### src/sv/assert_macros.svh
// Assertion macros shared by the RTL files of the edge acceptor.
// Depends on a clock named clock and an active-high reset named reset.
`ifndef ASSERT_MACROS_SVH
`define ASSERT_MACROS_SVH

// Check a property at every rising edge of clock, skipped while reset is high.
`define ASSERT_CLK(label, prop, msg) \
   label: assert property (@(posedge clock) disable iff (reset) (prop)) else $error(msg);

// Check that an expression is never true at a rising edge of clock.
`define ASSERT_NEVER(label, expr, msg) \
   label: assert property (@(posedge clock) disable iff (reset) !(expr)) else $error(msg);

`endif

### src/sv/ufea_pkg.sv
// Package for the union-find edge acceptor: sizes, vertex type, store request.
// No dependencies; used by every module of the block.
package ufea_pkg;

   localparam int MAX_VERTICES = 256;
   localparam int VTX_BITS     = $clog2(MAX_VERTICES);
   localparam int VC_BITS      = 9;
   localparam int WEIGHT_BITS  = 16;
   localparam int SUM_BITS     = 32;

   localparam logic [VC_BITS-1:0] VC_MAX   = VC_BITS'(MAX_VERTICES);
   localparam logic [VC_BITS-1:0] VC_RESET = VC_BITS'(256);

   typedef logic [VTX_BITS-1:0] vtx_type;

   // Request from the sequencer to the parent store for one cycle.
   typedef struct packed {
      logic    clear;
      logic    rd_en;
      vtx_type rd_addr;
      logic    wr_en;
      vtx_type wr_addr;
      vtx_type wr_data;
   } ufea_mem_req_type;

endpackage

### src/sv/ufea_parent_store.sv
// Parent-link memory with per-entry valid bits; an invalid entry reads as its own index.
// Depends on ufea_pkg.
module ufea_parent_store
   import ufea_pkg::*;
(
   input  logic             clock,
   input  logic             reset,
   input  ufea_mem_req_type mem_req,
   output vtx_type          parent
);

   vtx_type                  mem_ff [MAX_VERTICES];
   logic [MAX_VERTICES-1:0]  valid_ff;
   vtx_type                  rd_data_ff;
   vtx_type                  rd_addr_ff;
   logic                     rd_valid_ff;

   // Memory array: one write port, one registered read port.
   always_ff @(posedge clock) begin
      if (mem_req.wr_en) begin
         mem_ff[mem_req.wr_addr] <= mem_req.wr_data;
      end
      if (mem_req.rd_en) begin
         rd_data_ff <= mem_ff[mem_req.rd_addr];
         rd_addr_ff <= mem_req.rd_addr;
      end
   end

   // Valid bits: drop all on reset or clear, set on write.
   always_ff @(posedge clock) begin
      if (reset || mem_req.clear) begin
         valid_ff <= '0;
      end else if (mem_req.wr_en) begin
         valid_ff[mem_req.wr_addr] <= 1'b1;
      end
   end

   always_ff @(posedge clock) begin
      if (reset) begin
         rd_valid_ff <= 1'b0;
      end else if (mem_req.rd_en) begin
         rd_valid_ff <= valid_ff[mem_req.rd_addr] & ~mem_req.clear;
      end
   end

   assign parent = rd_valid_ff ? rd_data_ff : rd_addr_ff;

   `include "assert_macros.svh"

   `ASSERT_NEVER(a_no_rw_same_cycle, mem_req.wr_en && mem_req.rd_en, "store read and write collide")
   `ASSERT_NEVER(a_no_clear_with_write, mem_req.clear && mem_req.wr_en, "store clear during write")
   `ASSERT_CLK(a_clear_reads_identity, mem_req.clear && mem_req.rd_en |=> parent == rd_addr_ff,
      "read after clear is not identity")

endmodule

### src/sv/ufea_ctrl.sv
// Sequencer: range check, root walks through the shared compare, link and saturating sum.
// Depends on ufea_pkg; drives ufea_parent_store through a ufea_mem_req_type request.
module ufea_ctrl
   import ufea_pkg::*;
(
   input  logic                   clock,
   input  logic                   reset,
   input  logic                   start,
   output logic                   busy,
   input  logic [7:0]             src_vertex,
   input  logic [7:0]             dst_vertex,
   input  logic [WEIGHT_BITS-1:0] weight,
   input  logic                   new_graph,
   input  logic [VC_BITS-1:0]     vertex_count,
   input  vtx_type                parent,
   output ufea_mem_req_type       mem_req,
   output logic                   rsp_strobe,
   output logic                   rsp_accepted,
   output logic                   rsp_bad_vertex,
   output logic [SUM_BITS-1:0]    rsp_running_total
);

   localparam logic [1:0] ST_IDLE = 2'd0;
   localparam logic [1:0] ST_SRC  = 2'd1;
   localparam logic [1:0] ST_DST  = 2'd2;

   logic [1:0]             state_ff, state_in;
   vtx_type                cur_ff, cur_in;
   vtx_type                rs_ff, rs_in;
   vtx_type                dst_ff, dst_in;
   logic [WEIGHT_BITS-1:0] weight_ff, weight_in;
   logic [SUM_BITS-1:0]    sum_ff, sum_in;
   logic                   strobe_ff, strobe_in;
   logic                   acc_ff, acc_in;
   logic                   bad_ff, bad_in;

   logic                   accept;
   logic [VC_BITS-1:0]     limit;
   logic                   is_bad;
   logic                   at_root;
   logic [SUM_BITS:0]      sum_wide;
   logic [SUM_BITS-1:0]    sum_sat;

   assign accept  = start && (state_ff == ST_IDLE);
   assign busy    = (state_ff != ST_IDLE);
   assign limit   = (vertex_count > VC_MAX) ? VC_MAX : vertex_count;
   assign is_bad  = ({1'b0, src_vertex} >= limit) || ({1'b0, dst_vertex} >= limit);
   assign at_root = (parent == cur_ff);

   assign sum_wide = {1'b0, sum_ff} + (SUM_BITS+1)'(weight_ff);
   assign sum_sat  = sum_wide[SUM_BITS] ? '1 : sum_wide[SUM_BITS-1:0];

   always_comb begin
      state_in  = state_ff;
      cur_in    = cur_ff;
      rs_in     = rs_ff;
      dst_in    = dst_ff;
      weight_in = weight_ff;
      sum_in    = sum_ff;
      strobe_in = 1'b0;
      acc_in    = acc_ff;
      bad_in    = bad_ff;
      mem_req   = '0;
      unique case (state_ff)
         ST_IDLE: begin
            if (accept) begin
               dst_in    = vtx_type'(dst_vertex);
               weight_in = weight;
               if (new_graph) begin
                  sum_in        = '0;
                  mem_req.clear = 1'b1;
               end
               if (is_bad) begin
                  strobe_in = 1'b1;
                  acc_in    = 1'b0;
                  bad_in    = 1'b1;
               end else begin
                  mem_req.rd_en   = 1'b1;
                  mem_req.rd_addr = vtx_type'(src_vertex);
                  cur_in          = vtx_type'(src_vertex);
                  state_in        = ST_SRC;
               end
            end
         end
         ST_SRC: begin
            mem_req.rd_en = 1'b1;
            if (at_root) begin
               rs_in           = cur_ff;
               cur_in          = dst_ff;
               mem_req.rd_addr = dst_ff;
               state_in        = ST_DST;
            end else begin
               cur_in          = parent;
               mem_req.rd_addr = parent;
            end
         end
         ST_DST: begin
            if (at_root) begin
               state_in  = ST_IDLE;
               strobe_in = 1'b1;
               bad_in    = 1'b0;
               if (rs_ff != cur_ff) begin
                  mem_req.wr_en   = 1'b1;
                  mem_req.wr_addr = rs_ff;
                  mem_req.wr_data = cur_ff;
                  sum_in          = sum_sat;
                  acc_in          = 1'b1;
               end else begin
                  acc_in = 1'b0;
               end
            end else begin
               mem_req.rd_en   = 1'b1;
               mem_req.rd_addr = parent;
               cur_in          = parent;
            end
         end
         default: begin
            state_in = ST_IDLE;
         end
      endcase
   end

   always_ff @(posedge clock) begin
      if (reset) begin
         state_ff  <= ST_IDLE;
         sum_ff    <= '0;
         strobe_ff <= 1'b0;
      end else begin
         state_ff  <= state_in;
         sum_ff    <= sum_in;
         strobe_ff <= strobe_in;
      end
   end

   always_ff @(posedge clock) begin
      cur_ff    <= cur_in;
      rs_ff     <= rs_in;
      dst_ff    <= dst_in;
      weight_ff <= weight_in;
      acc_ff    <= acc_in;
      bad_ff    <= bad_in;
   end

   assign rsp_strobe        = strobe_ff;
   assign rsp_accepted      = acc_ff;
   assign rsp_bad_vertex    = bad_ff;
   assign rsp_running_total = sum_ff;

   `include "assert_macros.svh"

   `ASSERT_CLK(a_accept_makes_progress, accept |=> busy || rsp_strobe,
      "accepted edge neither walks nor reports")
   `ASSERT_CLK(a_link_not_self, mem_req.wr_en |-> mem_req.wr_addr != mem_req.wr_data,
      "root linked to itself")
   `ASSERT_CLK(a_write_only_at_link, mem_req.wr_en |-> state_ff == ST_DST && at_root,
      "store write outside link step")
   `ASSERT_NEVER(a_flags_exclusive, rsp_strobe && rsp_accepted && rsp_bad_vertex,
      "edge both accepted and bad")

endmodule

### src/sv/union_find_edge_acceptor.sv
// Union-find edge acceptor: start/busy command port, APB-style register port.
// A bad edge strobes in the cycle after accept; a good edge walks the source, then the
// destination, to its root (one store read a step), then links distinct roots and strobes.
// Throughput: busy stays high until the strobe cycle; the next edge may start in it.
// Reset (reset, synchronous, active high): all parent links to identity, total to zero,
// vertex_count to 256; results are single-cycle strobes that the receiver cannot hold off.
module union_find_edge_acceptor
   import ufea_pkg::*;
(
   input  logic                   clock,
   input  logic                   reset,
   // Edge command channel
   input  logic                   start,
   output logic                   busy,
   input  logic [7:0]             req_source_vertex,
   input  logic [7:0]             req_dest_vertex,
   input  logic [WEIGHT_BITS-1:0] req_edge_weight,
   input  logic                   req_new_graph,
   // Result channel
   output logic                   rsp_strobe,
   output logic                   rsp_accepted,
   output logic                   rsp_bad_vertex,
   output logic [SUM_BITS-1:0]    rsp_running_total,
   // Register port
   input  logic                   psel,
   input  logic                   penable,
   input  logic                   pwrite,
   input  logic [2:0]             paddr,
   input  logic [31:0]            pwdata,
   output logic [31:0]            prdata,
   output logic                   pready
);

   logic [VC_BITS-1:0] vertex_count_ff, vertex_count_in;
   logic               csr_hit;
   logic               csr_wr;
   ufea_mem_req_type   mem_req;
   vtx_type            parent;

   // Register map: vertex_count at byte address 0; address 4 is unmapped.
   assign pready  = 1'b1;
   assign csr_hit = (paddr[2] == 1'b0);
   assign csr_wr  = psel && penable && pwrite && pready && csr_hit;

   // Capture the written beat's low bits; hold otherwise.
   assign vertex_count_in = csr_wr ? pwdata[VC_BITS-1:0] : vertex_count_ff;

   always_ff @(posedge clock) begin
      if (reset) begin
         vertex_count_ff <= VC_RESET;
      end else begin
         vertex_count_ff <= vertex_count_in;
      end
   end

   // Read back the register at its address, zero elsewhere.
   assign prdata = csr_hit ? {{(32-VC_BITS){1'b0}}, vertex_count_ff} : '0;

   // Sequencer: range check, root walk of each endpoint through one compare, then link
   // the source root under the destination root and advance the saturating total.
   ufea_ctrl u_ctrl (
      .clock             (clock),
      .reset             (reset),
      .start             (start),
      .busy              (busy),
      .src_vertex        (req_source_vertex),
      .dst_vertex        (req_dest_vertex),
      .weight            (req_edge_weight),
      .new_graph         (req_new_graph),
      .vertex_count      (vertex_count_ff),
      .parent            (parent),
      .mem_req           (mem_req),
      .rsp_strobe        (rsp_strobe),
      .rsp_accepted      (rsp_accepted),
      .rsp_bad_vertex    (rsp_bad_vertex),
      .rsp_running_total (rsp_running_total)
   );

   // Parent links; valid bits make a fresh graph read as identity without a sweep.
   ufea_parent_store u_store (
      .clock   (clock),
      .reset   (reset),
      .mem_req (mem_req),
      .parent  (parent)
   );

endmodule
### config.mk
export PLATFORM = sky130hd
export DESIGN_NAME = union_find_edge_acceptor
export DESIGN_NICKNAME = d
export VERILOG_FILES = /design/src/sv/ufea_pkg.sv /design/src/sv/ufea_parent_store.sv /design/src/sv/ufea_ctrl.sv /design/src/sv/union_find_edge_acceptor.sv
export VERILOG_INCLUDE_DIRS = /design/src /design/src/sv
export SDC_FILE = /design/constraint.sdc
export NUM_CORES = 2
export LEC_CHECK = 0
export BUFFER_PORTS_ARGS = -buffer_cell sky130_fd_sc_hd__buf_2
export CAP_MARGIN = 0
export CORE_UTILIZATION = 55
export CTS_CLUSTER_SIZE = 24
export DETAILED_ROUTE_END_ITERATION = 10
export GPL_ROUTABILITY_DRIVEN = 0
export MAX_ROUTING_LAYER = met4
export PLACE_DENSITY = 0.72
export SLEW_MARGIN = 25
export SYNTH_ARGS = -nofsm -noshare
export SYNTH_HDL_FRONTEND = slang
export SYNTH_SLANG_ARGS = --single-unit
export TNS_END_PERCENT = 10
### constraint.sdc
create_clock -name clock -period 6.98 [get_ports clock]
set_input_delay 0.698 -clock clock [delete_from_list [all_inputs] [get_ports clock]]
set_output_delay 0.698 -clock clock [all_outputs]
set_load 0.005 [all_outputs]
* Word-level counts from Yosys, hierarchy flattened *
Memory sizes are Yosys's and may differ from the RTL's. A register that Yosys moved wholly into a read port is not among the register bits.
Cells that the tools add are included.

cells by class
  add/sub/neg operators = 1
  multiply operators = 0
  div/mod/pow operators = 0
  $lt $le $gt $ge = 6
  equal/unequal tests = 12
  shift operators = 0
  multiplexer cells = 47
  bitwise operators = 4
  reductions and logical operators = 17

operator list
  cell                                                         number
  bitwise OR 256 bit                                           1
  2-to-1 mux 32 bit                                            5
  one-hot mux 32 bit (2 select lines)                          1
  2-to-1 mux 17 bit                                            3
  2-to-1 mux 8 bit                                             5
  2-to-1 mux 9 bit                                             4
  adder 32 x 16 -> 33 bit                                      1
  one-hot mux 9 bit (3 select lines)                           1
  one-hot mux 8 bit (3 select lines)                           1
  >= comparator 8 x 9 -> 1 bit                                 2
  less-than comparator 8 x 9 -> 1 bit (second input constant)  2
  2-to-1 mux 1 bit                                             16
  AND reduction 4 bit                                          3
  2-to-1 mux 10 bit                                            1
  inequality test 2 x 1 -> 1 bit (second input constant)       5
  > comparator 9 bit (second input constant)                   1
  binary-select mux 1 bit (select 8 bit)                       1
  demux 1 bit (select 8 bit)                                   1
  == test 8 bit                                                1
  >= comparator 8 x 1 -> 1 bit (second input constant)         1
  2-to-1 mux 2 bit                                             4
  inequality test 8 bit                                        1
  inequality test 2 bit (second input constant)                3
  one-hot mux 1 bit (2 select lines)                           3
  other kinds (12)                                             20

storage, ports and cells
  bits in registers = 351
  bits in latches = 0
  RAM bits = 2,048
  bits in read-only memories = 0
  bits of input ports = 74
  output and inout port bits = 69
  logic and storage cells = 101
  memories kept = 1

memory list
  name            words  bits a word  rd ports  clocked after memory_dff  wr ports  RTL line                 RTL
  u_store.mem_ff  256    8            1         1                         1         ufea_parent_store.sv:12  vtx_type mem_ff [MAX_VERTICES];

* Logic depth before layout (Yosys ltp) *
  depth in word-level cells = 10
  gate-level depth with buffers = 23
  depth with buffers taken out = 18

* Cells and area by module *
Synthesis repeated with hierarchy kept, for this count alone.

unflattened totals
  cell total of the unflattened synthesis = 4,709
  area total of the unflattened synthesis = 94,381.8 sq um

by module, submodules not included
  module                    times used  cells an instance  area each (sq um)  seq. area each (sq um)
  ufea_parent_store         1           4,095              88,731.4           67,124.4
  ufea_ctrl                 1           540                4,981.0            1,961.9
  union_find_edge_acceptor  1           74                 669.4              180.2

* Least setup slack after synthesis *
Ideal clock, no wire load.

  kind = register to register
  start = register u_store.rd_valid_ff
  end = memory u_store.mem_ff[0][0] in the netlist's numbering, data pin
  library setup time = 869 ps
  arrival = 5,147 ps
  data required time = 6,111 ps
  slack = 964 ps
  stages on the path, launching flop included = 8
  buffers on the path = 2
  clock period less this slack = 6,016 ps
  cell sequence = dfxtp_1 buf_6 mux2_4 xor2_1 nor4_4 and3_1 clkbuf_1 and2_1

RTL lines
  element                 RTL line                 RTL
  from (decl)             ufea_parent_store.sv:16  logic rd_valid_ff;
  from (signal assigned)  ufea_parent_store.sv:42  rd_valid_ff <= valid_ff[mem_req.rd_addr] & ~mem_req.clear;
  to (decl)               ufea_parent_store.sv:12

* Worst setup path in the final report *
  start = register u_store.rd_valid_ff
  end = register u_store.rd_data_ff[1], read port of u_store.mem_ff, data pin

on the way
  cells in the longest elaborated chain, start to end = 4
  elaborated cells between the ends (all ways) = 5
  classes of those cells = eq/ne (1); mux (4)

RTL lines
  element                                                      RTL line                          RTL
  2-to-1 mux 8 bit (*)                                         ufea_parent_store.sv:46           assign parent = rd_valid_ff ? rd_data_ff : rd_addr_ff;
  == test 8 bit                                                ufea_ctrl.sv:48                   assign at_root = (parent == cur_ff);
  2-to-1 mux 9 bit / 2-to-1 mux 8 bit (equally long branches)  ufea_ctrl.sv:98, ufea_ctrl.sv:87
  one-hot mux 9 bit (3 select lines) (*)                       ufea_ctrl.sv:64                   unique case (state_ff)
  to (decl)                                                    ufea_parent_store.sv:14           vtx_type rd_data_ff;

Mark *: on every way between the ends. The rest lies on a longest branch, timed or not.
A chain may end at the register's enable or synchronous reset.

==> reports/metrics.csv <==
stage,metric,value,unit
yosys,synthFlopType,edfxtp_1,
yosys,syn_area,98200,sq um
layout,area_growth_syn_to_layout,10.8,%
yosys,synth_edf_count,2106,
yosys,synth_top_area_cell,edfxtp_1,
sta,setup_viol,0,
yosys,syn_area_per_cell,12.5,sq um
layout,drive_gt1_share,8.88,%
power_and_ir_drop,ir_worst_vdd,286,uV
worst_setup_path,arrival,7.03,ns
yosys,ys_seq_area_share,70.5,%
floorplan,chipHeight,425,microns
clocking,cts_tree,done,
clocking,clockBufferDepth,3,
drt,routed_wl,270,mm
sta,post-route-period-util,92.5,%
clocking,cts_buffers,233,
power_and_ir_drop,p_per_area,302,nW/um^2
drt,dr_total_vias,66088,
sta,worstMarginPinSlew,1.24,ns
clocking,clock-sinks,2407,
sta,finalSetupTns,0,ns
drt,ant_nets,0,
global_routing,grt_use_total,30.2,%
clocking,cts_root_buf,clkbuf_16,
clocking,clock_latency,0.86,ns
power_and_ir_drop,p_clk_share,38.5,%
power_and_ir_drop,p_seq_share,47.3,%
global_routing,grt_pass1_vias,62170,
yosys,synth_area_leaders,"edfxtp_1, dfxtp_1, nand2_1, nor2_1, mux2i_1",
power_and_ir_drop,p_comb_share,14.2,%
clocking,cts_max_level,4,
clocking,cts.reportedPaths.clkPinSlew,0.06,ns
sta,fin_skew,0.0279,ns
hold_path,hp-class,in2reg,
status,status,finished clean,
sta,hold_violations,0,
global_routing,grt_pass1_wl,396,mm
worst_setup_path,end_kind,register,
worst_setup_path,cp.required,7.55,ns
yosys,synth_cell_type_count,77,
yosys,async_flop_share,0,%
yosys,postSynthCellCount,7888,
drt,dr.first_iter.drc_count,9202,
flow_run,max_cap_viol_count,0,
worst_setup_path,crit_fanout,97,
floorplan,start_util,55.6,%
drt,wl_per_cell,25.9,microns
placed_design,port_buffers,93,
floorplan,core_area,177000,sq um
sta,slew_violations,0,
drt,dr.pass1.iters,9,
worst_setup_path,crit_path_start_kind,register,
floorplan,num_rows,154,
drt,drcViolationCount,0,
sta,slew-limit-headroom,17.3,%
power_and_ir_drop,switchingPower,0.00874,W
sta,rsz0062_at_grt,false,
global_routing,antenna_found_initial,8,
floorplan,die-area,180000,sq um
drt,avgViaCountPerCell,6.36,
placed_design,dpl.hpwl,154,mm
power_and_ir_drop,leakage,34.4,nW
sta,fmaxAchievable,155,MHz
clocking,cts_setup_buffers,0,
clocking,cts_resized,0,
power_and_ir_drop,total_power,0.0329,W
sta,finalCriticalPeriod,6.46,ns
power_and_ir_drop,power.internal,0.0241,W
yosys,ys_ff_latch,2407,
floorplan,ioPinCount,143,
global_routing,grt_max_degree,199,
global_routing,globalRouteOverflowTotal,0,
floorplan,die_w,425,microns
layout,nNetsFinal,7945,
worst_setup_path,critPathKind,reg2reg,
power_and_ir_drop,sw_frac_of_total,26.6,%
yosys,synth_top_area_share,64.4,%
yosys,synth_warnings,0,
clocking,cts-hold-fix-buffers,17,
## registers in the layout, indices dropped and copies added, names as in the netlist, 2 cells and up
signal,flops
u_store.mem_ff,2048
u_store.valid_ff,256
u_ctrl.rsp_running_total,32
u_ctrl.weight_ff,16
vertex_count_ff,9
u_ctrl.cur_ff,8
u_ctrl.dst_ff,8
u_ctrl.rs_ff,8
u_store.rd_addr_ff,8
u_store.rd_data_ff,8
u_ctrl.state_ff,2
## critical path, stage by stage, from the launching register on
cell      delay (ns)
dfxtp_1         0.69
mux2_4          0.40
xor2_1          0.19
or4_1           0.70
o21ai_0         0.27
o211a_1         0.29
nand2_8         0.14
nand2_8         0.32
clkinv_8        0.45
buf_4           0.41
mux2i_1         0.16
a32oi_1         0.25
o31ai_1         0.12
a22oi_1         0.50
o221ai_1        0.54
a22oi_1         0.44
o221ai_1        0.22
## cells in the mapped netlist, types with 28 or more instances
master and instances:
nand3_1 282, clkbuf_1 331, edfxtp_1 2106, a21oi_1 292, buf_2 148, a22oi_1 68
inv_1 28, o22ai_1 31, nand2_1 1397, ha_1 36, mux2i_1 204, o21ai_0 228
a221oi_1 42, o21a_1 193, and3_1 210, a211oi_1 45, o221ai_1 33, or3_1 43
o311ai_0 31, nor2_1 765, o211ai_1 66, a31oi_1 162, a32oi_1 47, buf_4 74
nor3_1 398, dfxtp_1 301, o31ai_1 31
## layout by cell type, fill, tap and decap left out, types with 19 or more instances in the layout
cell type,n
o21a_1,193
a221oi_1,42
clkinv_2,42
a31oi_1,162
clkinv_1,37
clkbuf_1,52
conb_1,24
o211ai_1,66
o21ai_0,227
a211oi_1,45
o22ai_1,31
ha_1,35
nand3_1,277
edfxtp_1,2106
a22oi_1,68
bufinv_16,19
clkbuf_16,234
nand2_1,1382
buf_4,130
nor2_1,755
a32oi_1,47
nor3_1,397
nand4_1,19
buf_12,36
clkbuf_8,37
dfxtp_1,301
mux2i_1,204
o221ai_1,33
a311oi_1,24
a22o_1,24
and3_1,210
inv_1,28
buf_2,93
a21oi_1,290
o311ai_0,31
o31ai_1,31
or3_1,43
nor2b_1,23
## per-layer routing
metal  track usage [%]  part of all wire [%]  up-vias
met2              45.2                    46     3825
met5                 -                     0        -
met3              5.75                    11      663
met4              14.9                   5.3        0
li1                  -                     -    29020
met1              39.7                    38    32580
## through the flow
| step | utilization (%) | std cells | hold WS, ns | setup slack (ns) | cell area, sq um |
|---|---|---|---|---|---|
| after CTS | 61.6 | 10383 | 0.000564 | 0.475 | 109000 |
| after global placement | 57.1 | 9921 | 0.440 | 0.564 | 101000 |
| after floorplan | - | 7910 | 0.434 | 0.964 | 98300 |
| final | 61.6 | 10392 | 0.0475 | 0.520 | 109000 |
| after detailed placement | 57.1 | 9921 | 0.448 | 0.473 | 101000 |
| after global routing | 61.6 | 10390 | 0.0158 | 0.316 | 109000 |
## path summary, 6_finish.rpt
path | start | to | slack [ns] | depth (start not counted)
setup / recovery | u_store.rd_valid_ff$_SDFFE_PP0P_ | u_store.rd_data_ff[1]$_DFFE_PP_ | 0.52 | 16
hold / removal | req_dest_vertex[0] | u_ctrl.dst_ff[0]$_DFFE_PP_ | 0.05 | 1
setup reg to reg | u_store.rd_valid_ff$_SDFFE_PP0P_ | u_store.rd_data_ff[1]$_DFFE_PP_ | 0.52 | 16
hold reg to reg | u_store.valid_ff[133]$_SDFFE_PP0P_ | u_store.valid_ff[133]$_SDFFE_PP0P_ | 0.46 | 1
## power groups by stage
stage	Combinational, W	Sequential [W]	Clock (W)
2_1_floorplan	0.00292	0.0158	0
3_3_place_gp	0.00442	0.0158	0
3_5_place_dp	0.00449	0.0158	0
4_1_cts	0.00452	0.0155	0.0127
5_1_grt	0.00487	0.0155	0.0133
6_report	0.00465	0.0155	0.0127
## cell type report
class	instances	area, sq um
Clock inverter	122	1200
Tap cell	2340	2930
Fill cell	13110	67800
Antenna cell	8	20.0
Timing Repair Buffer	277	2360
Sequential cell	2407	69300
Inverter	33	163
Multi-Input combinational cell	4882	26400
Clock buffer	323	6560
## kinds of logic (layout without fill, tap and decap cells)
family | count (synthesis) | count (layout) | share of synthesized area, %
adders and majority gates | 37 | 37 | 0.479
buffers and inverters | 621 | 755 | 2.96
and+or+nand+nor | 3196 | 3196 | 14.0
other | 2 | 32 | 0.00764
xor gates and xnor gates | 26 | 26 | 0.232
AOI/OAI and AO/OA | 1375 | 1375 | 9.32
DFF | 2407 | 2407 | 70.5
muxes | 224 | 224 | 2.45
Note: power is estimated with default switching activity, not from simulation.
